$ cat src/hdl/ea2rm_pkg.sv
// Package for the ZYX Euler angle to rotation matrix block.
// Holds payload structs, CORDIC constants and the arctangent table. No dependencies.
package ea2rm_pkg;

  localparam int AngleBits   = 16;
  localparam int CordicIters = 30;
  localparam int CordicFrac  = 30;
  localparam int CordicW     = 34;
  localparam logic signed [CordicW-1:0] CordicGainInv = 34'sd652032874;

  typedef struct packed {
    logic [15:0] yaw_angle;
    logic [15:0] pitch_angle;
    logic [15:0] roll_angle;
  } in_item_t;

  typedef struct packed {
    logic signed [15:0] elem_r0c0;
    logic signed [15:0] elem_r0c1;
    logic signed [15:0] elem_r0c2;
    logic signed [15:0] elem_r1c0;
    logic signed [15:0] elem_r1c1;
    logic signed [15:0] elem_r1c2;
    logic signed [15:0] elem_r2c0;
    logic signed [15:0] elem_r2c1;
    logic signed [15:0] elem_r2c2;
  } out_item_t;

  // atan(2^-i) in units of 2^-32 turn
  function automatic logic signed [CordicW-1:0] atan_turn(input logic [4:0] i);
    logic signed [CordicW-1:0] v;
    begin
      case (i)
        5'd0:  v = 34'sd536870912;
        5'd1:  v = 34'sd316933406;
        5'd2:  v = 34'sd167458907;
        5'd3:  v = 34'sd85004756;
        5'd4:  v = 34'sd42667331;
        5'd5:  v = 34'sd21354465;
        5'd6:  v = 34'sd10679838;
        5'd7:  v = 34'sd5340245;
        5'd8:  v = 34'sd2670163;
        5'd9:  v = 34'sd1335087;
        5'd10: v = 34'sd667544;
        5'd11: v = 34'sd333772;
        5'd12: v = 34'sd166886;
        5'd13: v = 34'sd83443;
        5'd14: v = 34'sd41722;
        5'd15: v = 34'sd20861;
        5'd16: v = 34'sd10430;
        5'd17: v = 34'sd5215;
        5'd18: v = 34'sd2608;
        5'd19: v = 34'sd1304;
        5'd20: v = 34'sd652;
        5'd21: v = 34'sd326;
        5'd22: v = 34'sd163;
        5'd23: v = 34'sd81;
        5'd24: v = 34'sd41;
        5'd25: v = 34'sd20;
        5'd26: v = 34'sd10;
        5'd27: v = 34'sd5;
        5'd28: v = 34'sd3;
        5'd29: v = 34'sd1;
        default: v = '0;
      endcase
      return v;
    end
  endfunction

endpackage

$ cat src/hdl/ea2rm_cordic_stage.sv
// One CORDIC rotation-mode iteration, registered, for three angles in parallel lanes.
// Depends on ea2rm_pkg.
module ea2rm_cordic_stage #(
  parameter int Iter = 0
) (
  input  logic clk,
  input  logic rst_n,
  input  logic vld_i,
  input  logic [2:0][ea2rm_pkg::CordicW-1:0] x_i,
  input  logic [2:0][ea2rm_pkg::CordicW-1:0] y_i,
  input  logic [2:0][ea2rm_pkg::CordicW-1:0] z_i,
  input  logic [2:0][1:0] q_i,
  output logic vld_o,
  output logic [2:0][ea2rm_pkg::CordicW-1:0] x_o,
  output logic [2:0][ea2rm_pkg::CordicW-1:0] y_o,
  output logic [2:0][ea2rm_pkg::CordicW-1:0] z_o,
  output logic [2:0][1:0] q_o
);
  localparam logic signed [ea2rm_pkg::CordicW-1:0] Atan = ea2rm_pkg::atan_turn(5'(Iter));

  logic vld_r;
  logic [2:0][ea2rm_pkg::CordicW-1:0] x_r, y_r, z_r, x_nxt, y_nxt, z_nxt;
  logic [2:0][1:0] q_r;

  always_comb begin
    for (int l = 0; l < 3; l++) begin
      logic signed [ea2rm_pkg::CordicW-1:0] xs, ys, zs, dx, dy;
      xs = x_i[l];
      ys = y_i[l];
      zs = z_i[l];
      dx = ys >>> Iter;
      dy = xs >>> Iter;
      if (!zs[ea2rm_pkg::CordicW-1]) begin
        x_nxt[l] = xs - dx;
        y_nxt[l] = ys + dy;
        z_nxt[l] = zs - Atan;
      end else begin
        x_nxt[l] = xs + dx;
        y_nxt[l] = ys - dy;
        z_nxt[l] = zs + Atan;
      end
    end
  end

  always_ff @(posedge clk) begin
    if (!rst_n) vld_r <= 1'b0;
    else vld_r <= vld_i;
    x_r <= x_nxt;
    y_r <= y_nxt;
    z_r <= z_nxt;
    q_r <= q_i;
  end

  assign vld_o = vld_r;
  assign x_o = x_r;
  assign y_o = y_r;
  assign z_o = z_r;
  assign q_o = q_r;
endmodule

$ cat config.mk
export PLATFORM = sky130hd
export DESIGN_NAME = ea2rm_cordic_stage
export DESIGN_NICKNAME = d
export VERILOG_FILES = /design/src/hdl/ea2rm_pkg.sv /design/src/hdl/ea2rm_cordic_stage.sv
export SDC_FILE = /design/constraint.sdc
export NUM_CORES = 1
export LEC_CHECK = 0
export ABC_AREA = 0
export BUFFER_PORTS_ARGS = -buffer_cell sky130_fd_sc_hd__buf_2
export CAP_MARGIN = 0
export CORE_AREA = 10 10 235 237
export CTS_CLUSTER_SIZE = 24
export DETAILED_ROUTE_END_ITERATION = 12
export DIE_AREA = 0 0 245 247
export HOLD_SLACK_MARGIN = 0.12
export PLACE_DENSITY = 0.75
export SLEW_MARGIN = 5
export SYNTH_ARGS = -nofsm -noshare
export SYNTH_HDL_FRONTEND = slang
export SYNTH_SLANG_ARGS = --single-unit
export TNS_END_PERCENT = 30
$ cat constraint.sdc
create_clock -name clk -period 4.8 [get_ports clk]
set_input_delay 0.24 -clock clk [delete_from_list [all_inputs] [get_ports clk]]
set_output_delay 0.24 -clock clk [all_outputs]
set_load 0.02 [all_outputs]
# After elaboration in Yosys (flattened, before gate mapping)
# Index checks and enable logic that the tools add are counted.
[op_classes] add_sub_neg=15 mux=9
[ops] cell="$mux 34" count=9
[ops] cell="$sub 34x34->34" count=6
[ops] cell="$add 34x31->34 const B" count=3
[ops] cell="$add 34x34->34" count=3
[ops] cell="$sub 34x31->34 const B" count=3
[word_totals] register_bits=313 input_bits=315 output_inout_bits=313 wordCells=37

# Logic depth before layout (Yosys ltp)
# Gate-level depths: netlist of run 1.
[logic_depth] ltp_word=2 ltp_mapped=14 depth_no_buf=13

# Worst setup path after synthesis of run 1
# OpenSTA, ideal clock, no wires.
[synth_timing] path_kind="input-to-reg" from="in x_i[34] (netlist bit)" to="reg y_r, in the netlist y_o[66]" setup_ns=0.072 t_arrival_ns=2.664 t_required_ns=4.728 setup_slack_ns=2.065 path_stages=12 path_buffers=0 path_cell_list="ha_1 fa_1 nand2b_1 a2111oi_2 o31ai_4 a211oi_2 a311o_2 o31a_1 nand3_1 nand3_2 a311oi_2 xor2_1"
[synth_lines] item="from (decl)" line="ea2rm_cordic_stage.sv:9" source="input logic [2:0][ea2rm_pkg::CordicW-1:0] x_i,"
[synth_lines] item="to (signal assigned)" line="ea2rm_cordic_stage.sv:49" source="y_r <= y_nxt;"
[synth_lines] item="to (decl)" line="ea2rm_cordic_stage.sv:22" source="logic [2:0][ea2rm_pkg::CordicW-1:0] x_r, y_r, z_r, x_nxt, y_nxt, z_nxt;"

==> results of run 1 <==
[worst max path at each step]
| stage | slack [ns] | end | cells past startpoint |
|---|---|---|---|
| 5_1_grt | 1.01 | x_o[26] | 14 |
| 3_5_place_dp | 1.22 | x_o[66] | 13 |
| 2_1_floorplan | 2.06 | y_o[66] | 12 |
| 4_1_cts | 1.38 | y_o[30] | 14 |
| 6_report | 1.23 | x_o[30] | 14 |
| 3_3_place_gp | 1.23 | x_o[66] | 13 |
[tightest hold or removal path, stage by stage]
cell,delay (ns)
buf_2,0.15
fa_1,0.17
o21ai_0,0.08
[power by group]
part / switching [mW] / internal [mW] / total [mW]
clock network: 1.22 / 1.84 / 3.07
logic: 2.49 / 1.35 / 3.84
registers: 0.155 / 3.05 / 3.20
total: 3.87 / 6.24 / 10.1
[registers in the layout (all words and copies together) (netlist names)]
name / flops
y_o: 101
q_o: 6
vld_o: 1
z_o: 102
x_o: 100
[cells by family after synthesis]
group | count (synthesis) | synth area share (%)
AO/OA/AOI/OAI | 940 | 25.9
XOR/XNOR | 201 | 7.58
AND/OR/NAND/NOR | 597 | 12.2
buffers and inverters | 441 | 7.39
multiplexers | 58 | 2.51
adder cells (fa/ha/maj) | 321 | 17.7
flip-flops | 310 | 26.7
[through the flow]
stage / cells / setup slack, ns / total power, mW
2_1_floorplan: 2868 / 2.06 / 5.60
3_3_place_gp: 4049 / 1.23 / 6.92
3_5_place_dp: 4049 / 1.22 / 6.93
4_1_cts: 4240 / 1.38 / 10.1
5_1_grt: 4253 / 1.01 / 10.6
6_report: 4258 / 1.23 / 10.1
[layout make-up]
type                       instances  area, um^2  share of cell area [%]
antenna                           18        45.0                   0.154
clock buffer                      54        1140                    3.91
clock inverter                    16         188                   0.641
inverter                         310        1160                    3.97
multi-input combinational       2117       15300                    52.2
sequential                       310        6210                    21.2
tap                              680         851                    2.91
timing repair buffer             753        4390                    15.0
[layer usage]
metal / GRT usage, % / vias to the layer above
li1: - / 11317
met1: 33.7 / 11157
met2: 46.1 / 1173
met3: 7.05 / 225
met4: 12.2 / 18
met5: 0 / -
[Yosys cell counts (24+ instances only)]
cell,instances,share of area [%]
nor2_1,215,3.5
a211oi_1,33,1.1
buf_2,24,0.52
nor2b_1,27,0.73
o21a_1,25,0.81
nor3_1,53,1.1
xnor2_1,171,6.5
xor2_1,30,1.1
a21oi_1,362,7.8
clkbuf_1,73,1.2
a21o_1,62,2.0
o21ai_0,167,3.6
ha_1,309,17
mux2i_1,57,2.5
o31ai_1,27,0.87
buf_1,26,0.42
nand4_1,27,0.73
o21bai_1,57,1.8
nand2_1,131,2.1
nand2b_1,31,0.84
nand3_1,32,0.69
dfxtp_1,310,27
inv_1,295,4.8
==> Implementation_results.wiki, run 1 <==
{| class="wikitable"
! Metric !! Value
|-
| Initial core utilization || 45.8%
|-
| Worst Hold Path EP || y_o[69]
|-
| Pin count of the biggest net entering global routing || 80
|-
| Number of slew-limit violations in the final report || 0
|-
| Signed area change from the synthesized netlist to the final layout || 26.1%
|-
| Cells traversed along the worst timing path || dlygate4sd3_1, buf_2, ha_1, fa_1, nor2b_1, o21ai_0, a211oi_1, o311ai_1, nand2_1, o22ai_1, o21bai_1, a21oi_1, o22ai_1, xnor2_1
|-
| Hold-critical path depth || 3
|-
| Fraction of registers with async set/reset || 0%
|-
| Tightest slew margin relative to the limit || 34.5%
|-
| Fraction of final layout cells with drive strength greater than 1 || 21.1%
|-
| Leakage power || 14.2 nW
|-
| Number of gates resized after CTS || 0
|-
| CP Class || input port to flop
|-
| Detailed-routed wire length on met2 || between 40000 and 50000 um
|-
| Gate count of the mapped netlist || 2868
|-
| Post-route antenna net violation count || 0
|-
| Last weighted congestion value of the routability-driven placer || 0.991
|-
| Number of flip-flops and latches in the synthesized netlist || 310
|-
| Number of standard-cell rows in the floorplan || between 80 and 90
|-
| Data arrival time of the critical path || 4.00 ns
|-
| Fraction of the core area covered by cells at the end of the flow || 57.8%
|-
| Worst-margin pin slew || 0.983 ns
|-
| Detailed-router iteration count before antenna repair || 5
|-
| Part of the cycle the worst path needs || between 70 and 80%
|-
| Final critical-path required period || approximately 3.6 ns
|-
| CP Launch Point || y_i[0]
|-
| Detailed router's first-iteration violation count || 2090
|-
| CTS tree || yes
|-
| Net count of the finished layout || approximately 4200
|-
| Most common library cell in the layout ignoring fill and taps || buf_2
|-
| Total of fill cells in the finished design || 4612
|-
| Clock root buffer master || clkbuf_16
|-
| I/O Pins || 628
|-
| Die outline area || 60500 um^2
|-
| Routed wire length || 90100 um
|-
| Post-Route Hold Slack || 0.146 ns
|-
| Peak VDD IR || about 0.28 mV
|-
| Commonest cells after routing, fill and taps aside || buf_2, a21oi_1, dfxtp_1, ha_1, inv_1
|-
| Via count of the first global-routing pass || 23124
|-
| PortBufs || 627
|-
| Power density of the placed cells || between 300 and 400 nW/um^2
|-
| Finished Cell Area || 29300 um^2
|-
| Placed inst area || 26700 um^2
|-
| Highest signal layer in the routed design || met5
|-
| CTS H-Tree Depth || 2
|-
| Postcts setup bufs || 0
|-
| Critical path data required time || 5.23 ns
|-
| Detailed-route wire length per cell || 21.1 um
|-
| Number of sinks handled by clock tree synthesis || 310
|-
| Warnings from Yosys || 0
|-
| Number of distinct standard cells referenced by the synthesized netlist || 96
|-
| CTS max path bufs || 3
|-
| Summed instance area of the synthesized netlist || around 23000 um^2
|-
| Peak per-stage delay on the critical path || a little under 0.7 ns
|-
| Area of the core region || slightly above 50000 um^2
|-
| Unrepaired setup endpoints after global routing || no
|-
| Setup-violating endpoint count in the final report || 0
|-
| Post-synthesis net count || roughly 3500
|-
| DRT met1 WL || 35900 um
|-
| Clock slew at the register clock pins of the worst setup and hold paths || 0.06 ns
|-
| Placed wire-length estimate after detailed placement || around 70000 um
|-
| Vias after detailed routing || 23890
|-
| Wire length on met3 || 8010 um
|-
| Critical path fanouts, max || 3
|-
| Outcome || complete, no violations
|-
| Setup crit start kind || input port
|-
| Die Wd || around 250 um
|-
| DRC violations left || 0
|-
| Vias per Instance || 5.61
|-
| Crit-path most repeated cell || o22ai_1
|-
| EDFF count, synth || 0
|-
| Hold violation total from the final report || 0
|-
| Kind of end point of the critical path || flop
|-
| Avg Cell Area, Syn || 8.09 um^2
|-
| Kind of cell adding the most delay to the critical path || compound AO/OA/AOI/OAI gates
|-
| Proportion of synthesized chip area in sequential cells || 26.7%
|-
| CTS Hold Buffers Added || 121
|-
| Total Routing Usage GR || approximately 28%
|-
| Wire length of the first global-routing pass || 135000 um
|-
| Antenna violations before repair || 26
|-
| Number of buffers inserted during clock tree synthesis || 38
|-
| Worst hold path startpoint || x_i[69]
|-
| Peak Freq || about 0.28 GHz
|-
| Summed negative setup slack over all endpoints || 0 ns
|-
| Die height || 247 um
|-
| Classification of the worst-slack hold path || input port to flop
|-
| Overall overflow remaining after global route || 0
|-
| CP max-delay cell || o311ai_1
|-
| Primary FF master, synth || dfxtp_1
|-
| Reported max-cap violation count || 0
|-
| Buffer and inverter count on the worst path || 2
|}
Power figures use the tool's default switching activity.
==> inputs of run 2 (changes only) <==
CORE_AREA = 10 10 236 238   (was 10 10 235 237)
DIE_AREA = 0 0 246 248   (was 0 0 245 247)
PLACE_DENSITY = 0.78   (was 0.75)
clock period = 2.9 ns   (was 4.8 ns; I/O delays follow)
==> run 2 against run 1 <==
  * Non-clock buffer count rose by 382
  * Total power rose by 74%
  * Utilization rose by 5.5 points
  * Count of clock-buffer cells in the layout fell by 8
  * Sequential share of layout area fell by 2.0 points
  * First-iteration DRC count rose by 19%
  * Critical path depth rose by 1
  * Via count rose by 8.4%
  * Wire length rose by 10%
  * Sequential power rose by 66%
  * Critical path type unchanged
  * Highest routed layer unchanged
==> Implementation_results.wiki, run 2 (synthesized netlist as in run 1, its figures left out) <==
{| class="wikitable"
! Metric !! Value
|-
| Outcome || complete, no violations
|-
| Peak per-stage delay on the critical path || 0.55 ns (-0.13 ns)
|-
| CTS H-Tree Depth || 2 (unchanged)
|-
| Max reg flops || 102 (unchanged)
|-
| WP depth || 15 (+1)
|-
| Setup-violating endpoint count in the final report || 0 (unchanged)
|-
| Tightest slew margin relative to the limit || 42.7% (+8.2 points)
|-
| Reported max-cap violation count || 0 (unchanged)
|-
| Total of fill cells in the finished design || 4278 (-7.2%)
|-
| Commonest cells after routing, fill and taps aside || buf_2, buf_4, a21oi_1, dfxtp_1, ha_1
|-
| Clock root buffer master || clkbuf_16
|-
| Die height || 248 um (+0.40%)
|-
| Unrepaired setup endpoints after global routing || no
|-
| Worst-margin pin slew || 0.859 ns (-0.124 ns)
|-
| Via count of the first global-routing pass || 25335 (+9.6%)
|-
| CP Class || input port to flop
|-
| Part of the cycle the worst path needs || 97.0%
|-
| Tot Pwr || 17.6 mW (+74%)
|-
| Critical path data required time || 3.32 ns (-1.91 ns)
|-
| Pin count of the biggest net entering global routing || 55 (-31%)
|-
| CTS max path bufs || 3 (unchanged)
|-
| CP Launch Point || y_i[68]
|-
| Area of the core region || 51000 um^2 (+0.61%)
|-
| Detailed-route wire length per cell || 21.4 um (+1.2%)
|-
| CP max-delay cell || dlygate4sd3_1
|-
| Hold-critical path depth || 3 (unchanged)
|-
| Kind of cell adding the most delay to the critical path || compound AO/OA/AOI/OAI gates
|-
| Fraction of the core area covered by cells at the end of the flow || 63.2% (+5.5 points)
|-
| Buffer and inverter count on the worst path || 3 (+1)
|-
| Classification of the worst-slack hold path || input port to flop
|-
| Die Wd || 246 um (+0.41%)
|-
| Antenna violations before repair || 28 (+7.7%)
|-
| Worst setup path endpoint || x_o[98]
|-
| PortBufs || 627 (unchanged)
|-
| Wire length of the first global-routing pass || 147000 um (+9.0%)
|-
| Signed area change from the synthesized netlist to the final layout || 38.9%
|-
| Last weighted congestion value of the routability-driven placer || 1.01 (+2.2%)
|-
| Cells traversed along the worst timing path || buf_2, dlygate4sd3_1, ha_1, fa_1, nor2b_2, o31ai_2, a211oi_1, buf_4, o41a_1, a21o_1, a21oi_2, o21bai_4, a41oi_1, a21oi_1, xor2_1
|-
| Detailed router's first-iteration violation count || 2489 (+19%)
|-
| Number of sinks handled by clock tree synthesis || 310 (unchanged)
|-
| Setup crit start kind || input port
|-
| Number of standard-cell rows in the floorplan || 83 (unchanged)
|-
| Peak Freq || 0.356 GHz
|-
| Peak VDD IR || 0.542 mV (+90%)
|-
| Critical path fanouts, max || 3 (unchanged)
|-
| Post-Route Hold Slack || 0.155 ns (+0.00911 ns)
|-
| Clock slew at the register clock pins of the worst setup and hold paths || 0.06 ns (about the same)
|-
| Leakage power || 16.1 nW (+13%)
|-
| Vias after detailed routing || 25898 (+8.4%)
|-
| Number of buffers inserted during clock tree synthesis || 36 (-5.3%)
|-
| Final critical-path required period || 2.81 ns
|-
| Kind of end point of the critical path || flop
|-
| Routed wire length || 99200 um (+10%)
|-
| Initial core utilization || 45.5% (-0.28 points)
|-
| Detailed-router iteration count before antenna repair || 6 (+1)
|-
| Data arrival time of the critical path || 3.24 ns (-0.76 ns)
|-
| Most common library cell in the layout ignoring fill and taps || buf_2
|-
| Net count of the finished layout || 4546 (+9.1%)
|-
| Die outline area || 61000 um^2 (+0.81%)
|-
| Number of slew-limit violations in the final report || 0 (unchanged)
|-
| Placed wire-length estimate after detailed placement || 77900 um (+11%)
|-
| Vias per Instance || 5.59 (-0.46%)
|-
| Power density of the placed cells || 546 nW/um^2 (+58%)
|-
| DRC violations left || 0 (unchanged)
|-
| Post-route antenna net violation count || 0 (unchanged)
|-
| Post-Place Worst Slack || -0.330 ns (-1.55 ns)
|-
| Total Routing Usage GR || 30.5% (+2.6 points)
|-
| Min setup slack post-route || 0.0875 ns (-1.14 ns)
|-
| Hold violation total from the final report || 0 (unchanged)
|-
| I/O Pins || 628 (unchanged)
|-
| Overall overflow remaining after global route || 0 (unchanged)
|-
| Fraction of final layout cells with drive strength greater than 1 || 28.7% (+7.6 points)
|-
| CTS tree || yes
|}
[run 2: what timing repair did]
item                                    CTS  global route
gates resized for setup                   0            23
endpoints found under the setup margin    0            23
hold buffers                            136             0
endpoints found under the hold margin   136             0
buffers inserted                          0             1
[run 2: worst min path at each step]
stage | from | endpoint | slack, ns
final | y_i[88] | y_o[88] | 0.16
after global routing | z_i[33] | x_o[26] | 0.17
after CTS | y_i[88] | y_o[88] | 0.12
after detailed placement | z_i[50] | z_o[50] | 0.25
after global placement | z_i[61] | z_o[61] | 0.25
after floorplan | q_i[0] | q_o[0] | 0.17
[run 2: through the flow]
| step | cell area [um^2] | std cells | setup TNS, ns |
|---|---|---|---|
| after floorplan | 23200 | 2868 | 0 |
| after global placement | 29500 | 4417 | -2.11 |
| after detailed placement | 29500 | 4417 | -3.48 |
| after CTS | 32100 | 4613 | 0 |
| after global routing | 32200 | 4630 | 0 |
| final | 32300 | 4637 | 0 |
[run 2: area by class of cell]
cell class                 count  area (um^2)  share of cell area [%]
clock inverter                14          262                   0.811
antenna                       25         62.6                   0.194
tap                          680          851                    2.64
clock buffer                  46         1020                    3.16
inverter                     310         1160                    3.61
multi-input combinational   2117        15400                    47.7
timing repair buffer        1135         7290                    22.6
sequential                   310         6210                    19.2
[run 2: power breakdown]
part | total (mW) | switching, mW | internal, mW
logic | 7.23 | 4.40 | 2.83
clock network | 5.05 | 1.94 | 3.11
registers | 5.32 | 0.272 | 5.04
[run 2: routing by layer]
| metal | global-route usage [%] | share of wire, % | routed length, um |
|---|---|---|---|
| met1 | 35.9 | 39 | 38400 |
| met3 | 7.04 | 8.9 | 8870 |
| met2 | 51.9 | 48 | 47400 |
| met4 | 13.9 | 4.6 | 4560 |
| met5 | 0 | 0.070 | 69 |
[run 2: worst min-delay path, stage by stage]
cell     delay (ns)
buf_2          0.11
ha_1           0.26
xnor2_1        0.12
